`config.mk`:
```
export PLATFORM = sky130hd
export DESIGN_NAME = humidity_sensor_two_wire_reader
export DESIGN_NICKNAME = d
export VERILOG_FILES = /design/src/hdl/hstw_pkg.sv /design/src/hdl/humidity_sensor_two_wire_reader.sv /design/src/hdl/hstw_ctrl.sv
export SDC_FILE = /design/constraint.sdc
export NUM_CORES = 1
export LEC_CHECK = 0
export BUFFER_PORTS_ARGS = -buffer_cell sky130_fd_sc_hd__buf_2
export CAP_MARGIN = 10
export CORE_ASPECT_RATIO = 0.6
export CORE_MARGIN = 5
export CORE_UTILIZATION = 45
export DETAILED_ROUTE_END_ITERATION = 16
export PLACE_DENSITY = 0.6
export SLEW_MARGIN = 5
export SYNTH_ARGS = -nofsm -noshare
export SYNTH_HDL_FRONTEND = slang
export SYNTH_SLANG_ARGS = --single-unit
```
`constraint.sdc`:
```
create_clock -name clk -period 4.8 [get_ports clk]
set_input_delay 0.72 -clock clk [delete_from_list [all_inputs] [get_ports clk]]
set_output_delay 0.72 -clock clk [all_outputs]
set_load 0.005 [all_outputs]
```
`src/hdl/hstw_pkg.sv`:
```
// ----------------------------------------------------------------------------
// hstw_pkg
// Shared types, codes and helper functions for the two-wire sensor reader.
// ----------------------------------------------------------------------------
package hstw_pkg;

    localparam logic [2:0] MODE_TEMP      = 3'd0;
    localparam logic [2:0] MODE_HUMID     = 3'd1;
    localparam logic [2:0] MODE_STATUS    = 3'd2;
    localparam logic [2:0] MODE_SOFT_RST  = 3'd3;
    localparam logic [2:0] MODE_IFACE_RST = 3'd4;

    localparam logic [1:0] OUTCOME_OK      = 2'd0;
    localparam logic [1:0] OUTCOME_NO_ACK  = 2'd1;
    localparam logic [1:0] OUTCOME_CRC_ERR = 2'd2;
    localparam logic [1:0] OUTCOME_TIMEOUT = 2'd3;

    localparam logic [2:0] REG_HALF_PERIOD = 3'd0;
    localparam logic [2:0] REG_WAIT_LIMIT  = 3'd1;
    localparam logic [2:0] REG_TEMP_CMD    = 3'd2;
    localparam logic [2:0] REG_HUMID_CMD   = 3'd3;
    localparam logic [2:0] REG_STATUS_CMD  = 3'd4;
    localparam logic [2:0] REG_SOFT_CMD    = 3'd5;

    localparam logic [7:0]  CRC_POLY     = 8'h31;
    localparam logic [3:0]  RESET_CLOCKS = 4'd9;
    localparam logic [23:0] WAIT_MAX     = 24'hFF_FFFF;

    typedef struct packed {
        logic [15:0] half_period;
        logic [23:0] wait_limit;
        logic [7:0]  temperature_command;
        logic [7:0]  humidity_command;
        logic [7:0]  status_command;
        logic [7:0]  soft_reset_command;
    } cfg_t;

    typedef struct packed {
        logic       start_req;
        logic [2:0] mode;
        logic       dat_in;
    } item_t;

    typedef struct packed {
        logic        sck;
        logic        dat_pull_low;
        logic        busy_res;
        logic        done_res;
        logic [1:0]  outcome;
        logic [15:0] reading;
    } result_t;

    // CRC-8, polynomial 0x31, MSB first, one byte
    function automatic logic [7:0] crc8_byte(input logic [7:0] crc_in,
                                             input logic [7:0] data_in);
        logic [7:0] crc;
        logic [7:0] d;
        crc = crc_in;
        d   = data_in;
        for (int i = 0; i < 8; i++) begin
            if (crc[7] ^ d[7])
                crc = {crc[6:0], 1'b0} ^ CRC_POLY;
            else
                crc = {crc[6:0], 1'b0};
            d = {d[6:0], 1'b0};
        end
        return crc;
    endfunction

    function automatic logic [7:0] reverse8(input logic [7:0] v);
        logic [7:0] r;
        for (int i = 0; i < 8; i++)
            r[7 - i] = v[i];
        return r;
    endfunction

endpackage

```
`src/hdl/humidity_sensor_two_wire_reader.sv`:
```
// ----------------------------------------------------------------------------
// humidity_sensor_two_wire_reader
// Tick-driven master for a two-wire humidity/temperature sensor.
// A tick is held in the input register; when it is processed, the sequencer
// update for it is loaded into the result register.
// Throughput: one tick per cycle, limited only by the output handshake.
// Reset: rst_n clears the sequencer to idle and the registers to their
// defaults (half period 50, no wait limit, commands 3, 5, 7 and 30).
// ----------------------------------------------------------------------------
module humidity_sensor_two_wire_reader
    import hstw_pkg::*;
(
    input  logic        clk,
    input  logic        rst_n,

    input  logic        s_tvalid,
    output logic        s_tready,
    input  logic [7:0]  s_tdata,   // [0] start_req, [3:1] mode, [4] dat_in

    output logic        m_tvalid,
    input  logic        m_tready,
    // [0] sck, [1] dat_pull_low, [2] busy_res, [3] done_res,
    // [5:4] outcome, [21:6] reading
    output logic [23:0] m_tdata,

    input  logic        cfg_we,
    input  logic [2:0]  cfg_index,
    input  logic [23:0] cfg_data
);

    cfg_t    cfg_reg;
    item_t   item_reg;
    logic    in_valid_reg;
    logic    out_valid_reg;
    result_t out_reg;
    result_t res;
    logic    advance;

    assign advance  = in_valid_reg && (!out_valid_reg || m_tready);
    assign s_tready = !in_valid_reg || advance;

    always_ff @(posedge clk or negedge rst_n)
    begin
        if (!rst_n) begin
            cfg_reg.half_period         <= 16'd50;
            cfg_reg.wait_limit          <= 24'd0;
            cfg_reg.temperature_command <= 8'd3;
            cfg_reg.humidity_command    <= 8'd5;
            cfg_reg.status_command      <= 8'd7;
            cfg_reg.soft_reset_command  <= 8'd30;
        end
        else if (cfg_we) begin
            unique case (cfg_index)
                REG_HALF_PERIOD: cfg_reg.half_period         <= cfg_data[15:0];
                REG_WAIT_LIMIT:  cfg_reg.wait_limit          <= cfg_data;
                REG_TEMP_CMD:    cfg_reg.temperature_command <= cfg_data[7:0];
                REG_HUMID_CMD:   cfg_reg.humidity_command    <= cfg_data[7:0];
                REG_STATUS_CMD:  cfg_reg.status_command      <= cfg_data[7:0];
                REG_SOFT_CMD:    cfg_reg.soft_reset_command  <= cfg_data[7:0];
                default:         cfg_reg.half_period         <= cfg_reg.half_period;
            endcase
        end
    end

    // input stage
    always_ff @(posedge clk or negedge rst_n)
    begin
        if (!rst_n)
            in_valid_reg <= 1'b0;
        else if (s_tready)
            in_valid_reg <= s_tvalid;
    end

    always_ff @(posedge clk)
    begin
        if (s_tvalid && s_tready) begin
            item_reg.start_req <= s_tdata[0];
            item_reg.mode      <= s_tdata[3:1];
            item_reg.dat_in    <= s_tdata[4];
        end
    end

    hstw_ctrl u_ctrl (
        .clk   (clk),
        .rst_n (rst_n),
        .step  (advance),
        .item  (item_reg),
        .cfg   (cfg_reg),
        .res   (res)
    );

    // result stage
    always_ff @(posedge clk or negedge rst_n)
    begin
        if (!rst_n)
            out_valid_reg <= 1'b0;
        else if (advance)
            out_valid_reg <= 1'b1;
        else if (m_tready)
            out_valid_reg <= 1'b0;
    end

    always_ff @(posedge clk)
    begin
        if (advance)
            out_reg <= res;
    end

    assign m_tvalid = out_valid_reg;
    assign m_tdata  = {2'b00, out_reg.reading, out_reg.outcome, out_reg.done_res,
                       out_reg.busy_res, out_reg.dat_pull_low, out_reg.sck};

    a_hold_stalled_result: assert property (@(posedge clk) disable iff (!rst_n)
        (out_valid_reg && !m_tready) |-> !advance)
        else $error("result overwritten while stalled");

    a_advance_loads_output: assert property (@(posedge clk) disable iff (!rst_n)
        advance |=> out_valid_reg)
        else $error("processed tick produced no result");

    a_input_not_dropped: assert property (@(posedge clk) disable iff (!rst_n)
        (in_valid_reg && !advance) |=> in_valid_reg)
        else $error("pending tick dropped");

endmodule

```
`src/hdl/hstw_ctrl.sv`:
```
// ----------------------------------------------------------------------------
// hstw_ctrl
// Sequencer for the two-wire sensor: holds the transaction state and computes
// pin levels and status for one timebase tick per step.
// ----------------------------------------------------------------------------
module hstw_ctrl
    import hstw_pkg::*;
(
    input  logic    clk,
    input  logic    rst_n,
    input  logic    step,
    input  item_t   item,
    input  cfg_t    cfg,
    output result_t res
);

    localparam logic [4:0] PH_IDLE   = 5'd0;
    localparam logic [4:0] PH_IFR_HI = 5'd1;
    localparam logic [4:0] PH_IFR_LO = 5'd2;
    localparam logic [4:0] PH_TS0    = 5'd3;
    localparam logic [4:0] PH_TS1    = 5'd4;
    localparam logic [4:0] PH_TS2    = 5'd5;
    localparam logic [4:0] PH_TS3    = 5'd6;
    localparam logic [4:0] PH_TS4    = 5'd7;
    localparam logic [4:0] PH_TS5    = 5'd8;
    localparam logic [4:0] PH_CMD_LO = 5'd9;
    localparam logic [4:0] PH_CMD_HI = 5'd10;
    localparam logic [4:0] PH_ACK_LO = 5'd11;
    localparam logic [4:0] PH_ACK_HI = 5'd12;
    localparam logic [4:0] PH_WAIT   = 5'd13;
    localparam logic [4:0] PH_RD_LO  = 5'd14;
    localparam logic [4:0] PH_RD_HI  = 5'd15;
    localparam logic [4:0] PH_RA_LO  = 5'd16;
    localparam logic [4:0] PH_RA_HI  = 5'd17;

    logic [4:0]  phase_reg,       phase_next;
    logic [15:0] phase_ticks_reg, phase_ticks_next;
    logic [3:0]  bit_count_reg,   bit_count_next;
    logic [7:0]  shift_byte_reg,  shift_byte_next;
    logic [1:0]  byte_index_reg,  byte_index_next;
    logic [7:0]  crc_reg,         crc_next;
    logic [15:0] held_value_reg,  held_value_next;
    logic [2:0]  active_mode_reg, active_mode_next;
    logic [23:0] wait_ticks_reg,  wait_ticks_next;

    logic [15:0] ticks_inc;
    logic [3:0]  bit_inc;
    logic [23:0] wait_inc;
    logic [7:0]  cmd_sel;
    logic [7:0]  crc_cmd;
    logic [7:0]  crc_data;
    logic        more;
    result_t     res_c;

    assign ticks_inc = phase_ticks_reg + 16'd1;
    assign bit_inc   = bit_count_reg + 4'd1;
    assign crc_cmd   = crc8_byte(8'h00, cmd_sel);
    assign crc_data  = crc8_byte(crc_reg, shift_byte_reg);

    always_comb
    begin
        case (item.mode)
            MODE_TEMP:   cmd_sel = cfg.temperature_command;
            MODE_HUMID:  cmd_sel = cfg.humidity_command;
            MODE_STATUS: cmd_sel = cfg.status_command;
            default:     cmd_sel = cfg.soft_reset_command;
        endcase
    end

    always_comb
    begin
        phase_next       = phase_reg;
        phase_ticks_next = phase_ticks_reg;
        bit_count_next   = bit_count_reg;
        shift_byte_next  = shift_byte_reg;
        byte_index_next  = byte_index_reg;
        crc_next         = crc_reg;
        held_value_next  = held_value_reg;
        active_mode_next = active_mode_reg;
        wait_ticks_next  = wait_ticks_reg;
        wait_inc         = (wait_ticks_reg < WAIT_MAX) ? wait_ticks_reg + 24'd1
                                                       : wait_ticks_reg;
        res_c            = '0;

        if (phase_reg == PH_IDLE) begin
            if (item.start_req && item.mode <= MODE_IFACE_RST) begin
                active_mode_next = item.mode;
                bit_count_next   = '0;
                byte_index_next  = '0;
                held_value_next  = '0;
                wait_ticks_next  = '0;
                phase_ticks_next = '0;
                if (item.mode == MODE_IFACE_RST) begin
                    phase_next = PH_IFR_HI;
                end
                else begin
                    shift_byte_next = cmd_sel;
                    crc_next        = crc_cmd;
                    phase_next      = PH_TS0;
                end
            end
        end
        else if (phase_reg == PH_WAIT) begin
            if (!item.dat_in) begin
                bit_count_next   = '0;
                phase_next       = PH_RD_LO;
                phase_ticks_next = '0;
            end
            else begin
                wait_ticks_next = wait_inc;
                if (cfg.wait_limit != '0 && wait_inc >= cfg.wait_limit) begin
                    phase_next       = PH_IDLE;
                    phase_ticks_next = '0;
                    res_c.done_res   = 1'b1;
                    res_c.outcome    = OUTCOME_TIMEOUT;
                end
            end
        end
        else begin
            phase_ticks_next = ticks_inc;
            if (ticks_inc >= cfg.half_period) begin
                phase_ticks_next = '0;
                unique case (phase_reg)
                    PH_IFR_HI: phase_next = PH_IFR_LO;
                    PH_IFR_LO:
                    begin
                        if (bit_inc >= RESET_CLOCKS) begin
                            bit_count_next = '0;
                            phase_next     = PH_TS0;
                        end
                        else begin
                            bit_count_next = bit_inc;
                            phase_next     = PH_IFR_HI;
                        end
                    end
                    PH_TS0: phase_next = PH_TS1;
                    PH_TS1: phase_next = PH_TS2;
                    PH_TS2: phase_next = PH_TS3;
                    PH_TS3: phase_next = PH_TS4;
                    PH_TS4: phase_next = PH_TS5;
                    PH_TS5:
                    begin
                        if (active_mode_reg == MODE_IFACE_RST) begin
                            phase_next     = PH_IDLE;
                            res_c.done_res = 1'b1;
                        end
                        else begin
                            bit_count_next = '0;
                            phase_next     = PH_CMD_LO;
                        end
                    end
                    PH_CMD_LO: phase_next = PH_CMD_HI;
                    PH_CMD_HI:
                    begin
                        shift_byte_next = {shift_byte_reg[6:0], 1'b0};
                        bit_count_next  = bit_inc;
                        phase_next      = (bit_inc >= 4'd8) ? PH_ACK_LO : PH_CMD_LO;
                    end
                    PH_ACK_LO: phase_next = PH_ACK_HI;
                    PH_ACK_HI:
                    begin
                        if (item.dat_in) begin
                            phase_next     = PH_IDLE;
                            res_c.done_res = 1'b1;
                            res_c.outcome  = OUTCOME_NO_ACK;
                        end
                        else if (active_mode_reg == MODE_SOFT_RST) begin
                            phase_next     = PH_IDLE;
                            res_c.done_res = 1'b1;
                        end
                        else begin
                            wait_ticks_next = '0;
                            phase_next      = PH_WAIT;
                        end
                    end
                    PH_RD_LO: phase_next = PH_RD_HI;
                    PH_RD_HI:
                    begin
                        shift_byte_next = {shift_byte_reg[6:0], item.dat_in};
                        bit_count_next  = bit_inc;
                        phase_next      = (bit_inc >= 4'd8) ? PH_RA_LO : PH_RD_LO;
                    end
                    PH_RA_LO: phase_next = PH_RA_HI;
                    PH_RA_HI:
                    begin
                        bit_count_next = '0;
                        if (active_mode_reg == MODE_STATUS) begin
                            phase_next     = PH_IDLE;
                            res_c.done_res = 1'b1;
                            res_c.reading  = {8'h00, shift_byte_reg};
                        end
                        else if (byte_index_reg == 2'd0) begin
                            held_value_next = {shift_byte_reg, 8'h00};
                            crc_next        = crc_data;
                            byte_index_next = 2'd1;
                            phase_next      = PH_RD_LO;
                        end
                        else if (byte_index_reg == 2'd1) begin
                            held_value_next = {held_value_reg[15:8], shift_byte_reg};
                            crc_next        = crc_data;
                            byte_index_next = 2'd2;
                            phase_next      = PH_RD_LO;
                        end
                        else begin
                            phase_next     = PH_IDLE;
                            res_c.done_res = 1'b1;
                            if (reverse8(shift_byte_reg) == crc_reg)
                                res_c.reading = held_value_reg;
                            else
                                res_c.outcome = OUTCOME_CRC_ERR;
                        end
                    end
                    default: phase_next = PH_IDLE;
                endcase
            end
        end

        // pin levels follow the updated state
        more = (active_mode_next < MODE_STATUS) && (byte_index_next < 2'd2);
        unique case (phase_next) inside
            PH_IFR_HI, PH_TS0, PH_TS4, PH_ACK_HI, PH_RD_HI:
                res_c.sck = 1'b1;
            PH_TS1, PH_TS3:
            begin
                res_c.sck          = 1'b1;
                res_c.dat_pull_low = 1'b1;
            end
            PH_TS2: res_c.dat_pull_low = 1'b1;
            PH_CMD_LO: res_c.dat_pull_low = ~shift_byte_next[7];
            PH_CMD_HI:
            begin
                res_c.sck          = 1'b1;
                res_c.dat_pull_low = ~shift_byte_next[7];
            end
            PH_RA_LO: res_c.dat_pull_low = more;
            PH_RA_HI:
            begin
                res_c.sck          = 1'b1;
                res_c.dat_pull_low = more;
            end
            default: res_c.sck = 1'b0;
        endcase
        res_c.busy_res = (phase_next != PH_IDLE);
    end

    assign res = res_c;

    always_ff @(posedge clk or negedge rst_n)
    begin
        if (!rst_n) begin
            phase_reg       <= PH_IDLE;
            phase_ticks_reg <= '0;
            bit_count_reg   <= '0;
            shift_byte_reg  <= '0;
            byte_index_reg  <= '0;
            crc_reg         <= '0;
            held_value_reg  <= '0;
            active_mode_reg <= '0;
            wait_ticks_reg  <= '0;
        end
        else if (step) begin
            phase_reg       <= phase_next;
            phase_ticks_reg <= phase_ticks_next;
            bit_count_reg   <= bit_count_next;
            shift_byte_reg  <= shift_byte_next;
            byte_index_reg  <= byte_index_next;
            crc_reg         <= crc_next;
            held_value_reg  <= held_value_next;
            active_mode_reg <= active_mode_next;
            wait_ticks_reg  <= wait_ticks_next;
        end
    end

    a_done_ends_busy: assert property (@(posedge clk) disable iff (!rst_n)
        res.done_res |-> !res.busy_res)
        else $error("done raised while still busy");

    a_quiet_when_not_done: assert property (@(posedge clk) disable iff (!rst_n)
        !res.done_res |-> (res.outcome == OUTCOME_OK && res.reading == 16'h0000))
        else $error("outcome or reading set without done");

    a_wait_to_read: assert property (@(posedge clk) disable iff (!rst_n)
        (step && phase_reg == PH_WAIT && !item.dat_in) |=> phase_reg == PH_RD_LO)
        else $error("conversion end did not start the read");

    a_bit_count_range: assert property (@(posedge clk) disable iff (!rst_n)
        bit_count_reg <= RESET_CLOCKS)
        else $error("bit counter out of range");

endmodule

```
Word-level counts from Yosys, hierarchy flattened:

Index checks and enable logic that the tools add are counted.

* register bits after elaboration: 187
* output and inout port bits: 26
* word-level logic and storage cells: 281

* equality and inequality tests: 52
* reduce and logical (&&, ||, !) cells: 44
* magnitude comparators: 8
* add/subtract/negate cells: 3
* mux-type cells: 111
* bitwise gates (word level): 34

Operator list (count)
* 16-bit two-way mux: 15
* 24-bit two-way mux: 9
* 8-bit two-way mux: 15
* 6-bit two-way mux: 16
* 5-bit one-hot mux with 16 select lines: 1
* 5-bit by 4-bit equality test with 1-bit output, second input constant: 12
* 19-bit two-way mux: 3
* 5-bit two-way mux: 9
* 3-bit NOT: 15
* 4-bit two-way mux: 11
* 5-bit by 3-bit equality test with 1-bit output, second input constant: 8
* 2-bit two-way mux: 13
* 24-bit by 1-bit adder with 24-bit output, second input constant: 1
* 24-bit >= comparator: 1
* 24-bit < comparator, second input constant: 1
* 8-bit one-hot mux with 3 select lines: 1
* 24-bit nonzero test: 1
* 7-bit AND reduction: 3
* 5-bit equality test, second input constant: 4
* 16-bit by 1-bit adder with 16-bit output, second input constant: 1
* 16-bit >= comparator: 1
* 4-bit one-hot mux with 4 select lines: 1
* 8-bit one-hot mux with 2 select lines: 1
* 3-bit by 2-bit equality test with 1-bit output, second input constant: 5
* 44 further kinds: 104

Logic depth before layout (Yosys ltp):

* depth in word-level cells: 23
* depth in mapped cells: 21
* mapped depth without buffers: 18

Modules after synthesis:

From an unflattened synthesis, not the netlist that was laid out.

* cells, all modules: 1117
* area, all modules: 10944.2 um^2

Modules (own cells, without submodules)
* hstw_ctrl: cells each 922, times used 1, area each 7272.0 um^2
* humidity_sensor_two_wire_reader: cells each 195, times used 1, area each 3672.3 um^2

Least setup slack after synthesis:

OpenSTA, ideal clock, no wires.

* path type: register to register
* from: reg u_ctrl.wait_ticks_reg[4]
* to: reg out_reg, in the netlist m_tdata[0], data pin
* cell stages (with the launch flop): 21
* setup time: 0.265 ns
* required time: 4.535 ns
* setup slack: 0.370 ns
* arrival time: 4.165 ns
* period minus slack after synthesis: 4.430 ns
* path through: dfrtp_1 > buf_2 > and4_4 > and4_4 > a41oi_2 > nand4_2 > nor2_2 > and3_1 > buf_2 > nand3_1 > xnor2_1 > ha_1 > nand4_1 > nor3_1 > nand3_1 > a211oi_1 > nor3_1 > nor3b_4 > nor2_1 > a32o_1 > or3_1

RTL lines
* start, declared: line hstw_ctrl.sv:44 `logic [23:0] wait_ticks_reg, wait_ticks_next;`
* start signal, assigned: line hstw_ctrl.sv:270 `wait_ticks_reg <= wait_ticks_next;`
* end signal, assigned: line humidity_sensor_two_wire_reader.sv:106 `out_reg <= res;`
* end, declared: line humidity_sensor_two_wire_reader.sv:35 `result_t out_reg;`

==> reports/metrics.yaml <==
rsz0062_at_grt: "no"
cp-start-kind: "flip-flop"
die_x_um: 209
antenna_left: 0
initial_core_util_pct: 46.0
power_density_nw_per_um2: 470
place_hpwl_mm: 19.2
placementRows: 43
postCtsSetupBuffers: 0
r2r_start: "u_ctrl.wait_ticks_reg[0]"
status: "completed"
h-tree-depth: 4
die_area_um2: 27000
grt_pass1_vias: 7883
grt_max_degree: 91
multi_input_area_um2: 5450
fin_crit_sh_pct: 93.0
setup_viol_count_final: 0
path_cells: "ha_1 > and3_1 > a41oi_2 > nand4_2 > nor2_2 > and3_1 > buf_4 > xor2_1 > ha_1 > a21oi_1 > o21ai_0 > a21oi_1 > nand3_1 > o21ai_4 > o211a_1 > nor4_1 > a31o_1 > or3_1"
core_area_um2: 23200
dpl.cell_count: 1483
crit_path_end_kind: "flip-flop"
min_period_ps: 4470
maxSlewHeadroom_pct: 28.8
grt_overflow: 0
ys.flop_type: "dfrtp_1"
cts_resized: 0
cp_max_fo: 7
drive_above_1_share_pct: 15.6
vdd_ir_drop_max_mv: 0.367
crit_path_top_delay_cell: "dfrtp_1"
synth_edf_count: 27
drc: 0
cts_buffer_depth: 2
numPortBuffers: 60
hold_viol: 0
ys_seq_elements: 187
cts_buffers: 17
yosys_warnings: 0
cts_hold_buffers: 0
ctsRootBufferMaster: "clkbuf_16"
slew_violations: 0
path_delay_family: "compound AO/OA/AOI/OAI gates"
clkLatencyLatePin_ps: 450
required_ps: 4990
whs_ps: 362
vias: 8319
syn-cell-area_um2: 10700
first_pass_iters: 5
tns_ps: 0
wl_per_cell_um: 17.5
fillers: 2215
hold_class: "in -> async"
p_leak_nw: 5.23
crit_start: "u_ctrl.wait_ticks_reg[0]"
path_class: "reg -> reg"
timing.fmax_ghz: 0.224
synth.most_common_cell: "nand2_1"
crit_buf_inv: 1
instances_no_fill: 1515
synth.distinct_cells: 75
antenna_found_initial: 0
grt_pass1_wl_mm: 43.2
async_flop_share_pct: 85.6
routed_via_density: 5.49
drv_cap: 0
max_stage_delay_ps: 430
synth_top_cell_by_area: "dfrtp_1"
layout.nets: 1272
grt_usage_pct: 20.2
synthTopCellsByArea: "dfrtp_1 (34%), edfxtp_1 (7.6%), nand2_1 (5.9%), o21ai_0 (5.5%), ha_1 (5.3%)"
largest_reg_flops: 72
synth_top_cell_area_share_pct: 34.2
final-seq-area_um2: 4830
avgSynthCellArea_um2: 9.32
worst_slew_pin_slew_ps: 1060
wl_mm: 26.5
netlist_top_cells_count: "nand2_1 (169), dfrtp_1 (146), o21ai_0 (118), nor2_1 (77), inv_1 (55)"
gp_congestion: 0.858
die_h_um: 129
synthCells: 1147
first_iter_violations: 660
diodes: 0
numClockSinks: 187
clkTransAtPathRegs_ps: 70
seq_area_frac_synth_pct: 45.2
worstPathArrival_ps: 4660
io_pins: 66
finalClockSkew_ps: 11.2
cts_tree: "done"
areaGrowthSynthToFinish_pct: 11.7
[per-layer routing]
metal / global-route usage, % / vias to the layer above / part of all wire, %
li1: - / 4100 / -
met1: 33.4 / 3990 / 56
met3: 4.31 / 24 / 5.2
met2: 26.1 / 205 / 38
met4: 5.14 / 0 / 1.1
met5: 0 / - / 0
[layout make-up]
class                   count  share of cell area [%]
repair buffers             78                    3.80
well taps                 315                    3.30
clock inverters            12                    1.04
flip-flops and latches    187                    40.5
clock buffers              20                    4.01
multi-input cells         846                    45.6
inverters                  57                    1.79
[kinds of logic (layout without fill, tap and decap cells)]
group / Yosys count / after routing / share of synthesized area (%)
multiplexers: 51 / 51 / 5.28
adder cells (fa/ha/maj): 45 / 45 / 5.27
XOR/XNOR: 82 / 82 / 6.72
AO/OA/AOI/OAI: 285 / 285 / 16.4
buffers and inverters: 115 / 167 / 4.26
AND/OR/NAND/NOR: 381 / 381 / 16.9
other: 1 / 2 / 0.0351
flip-flops: 187 / 187 / 45.2
[through the flow]
stage          setup slack (ps)  instance area [um^2]  utilization [%]  power (mW)
3_3_place_gp                226                 11300             48.7        4.13
3_5_place_dp                235                 11300             48.7        4.16
2_1_floorplan               370                 10700                -        3.66
4_1_cts                     189                 11900             51.3        5.64
5_1_grt                    4.67                 11900             51.4        5.99
6_report                    335                 11900             51.4        5.61
[where the power goes]
group,internal (mW),switching (mW)
clock,0.790,0.665
combinational,0.817,1.11
sequential,1.91,0.322
[placed cells by master (no fill, tap or decap), types with 14 or more instances in the layout]
master and instances:
a21oi_1 53, a22o_1 28, and2_1 14, buf_2 59
buf_4 17, clkbuf_16 19, dfrtp_1 146, dfstp_2 14
edfxtp_1 27, ha_1 45, inv_1 55, mux2_2 39
nand2_1 169, nand3_1 27, nor2_1 77, o21ai_0 118
o21ai_1 21, o31ai_1 14, xnor2_1 54, xor2_1 28
[worst register-to-register path, cell delays in order, from the launching register on]
cell and delay, ps:
dfrtp_1 430, ha_1 250, and3_1 230, a41oi_2 220, nand4_2 150, nor2_2 190
and3_1 200, buf_4 130, xor2_1 260, ha_1 310, a21oi_1 160, o21ai_0 100
a21oi_1 180, nand3_1 180, o21ai_4 280, o211a_1 300, nor4_1 90, a31o_1 190
or3_1 360
[path summary, 6_finish.rpt]
kind / endpoint / slack (ps) / depth (start not counted)
worst max-delay path: m_tdata[0] / 330 / 18
worst min-delay path: u_ctrl.wait_ticks_reg[20] / 360 / 1
worst max register to register: m_tdata[0] / 330 / 18
worst min register to register: u_ctrl.held_value_reg[10] / 480 / 2
max in group asynchronous: cfg_reg[25] / 3510 / 2
min in group clk: item_reg[2] / 440 / 1
(Power assumes the default switching activity.)
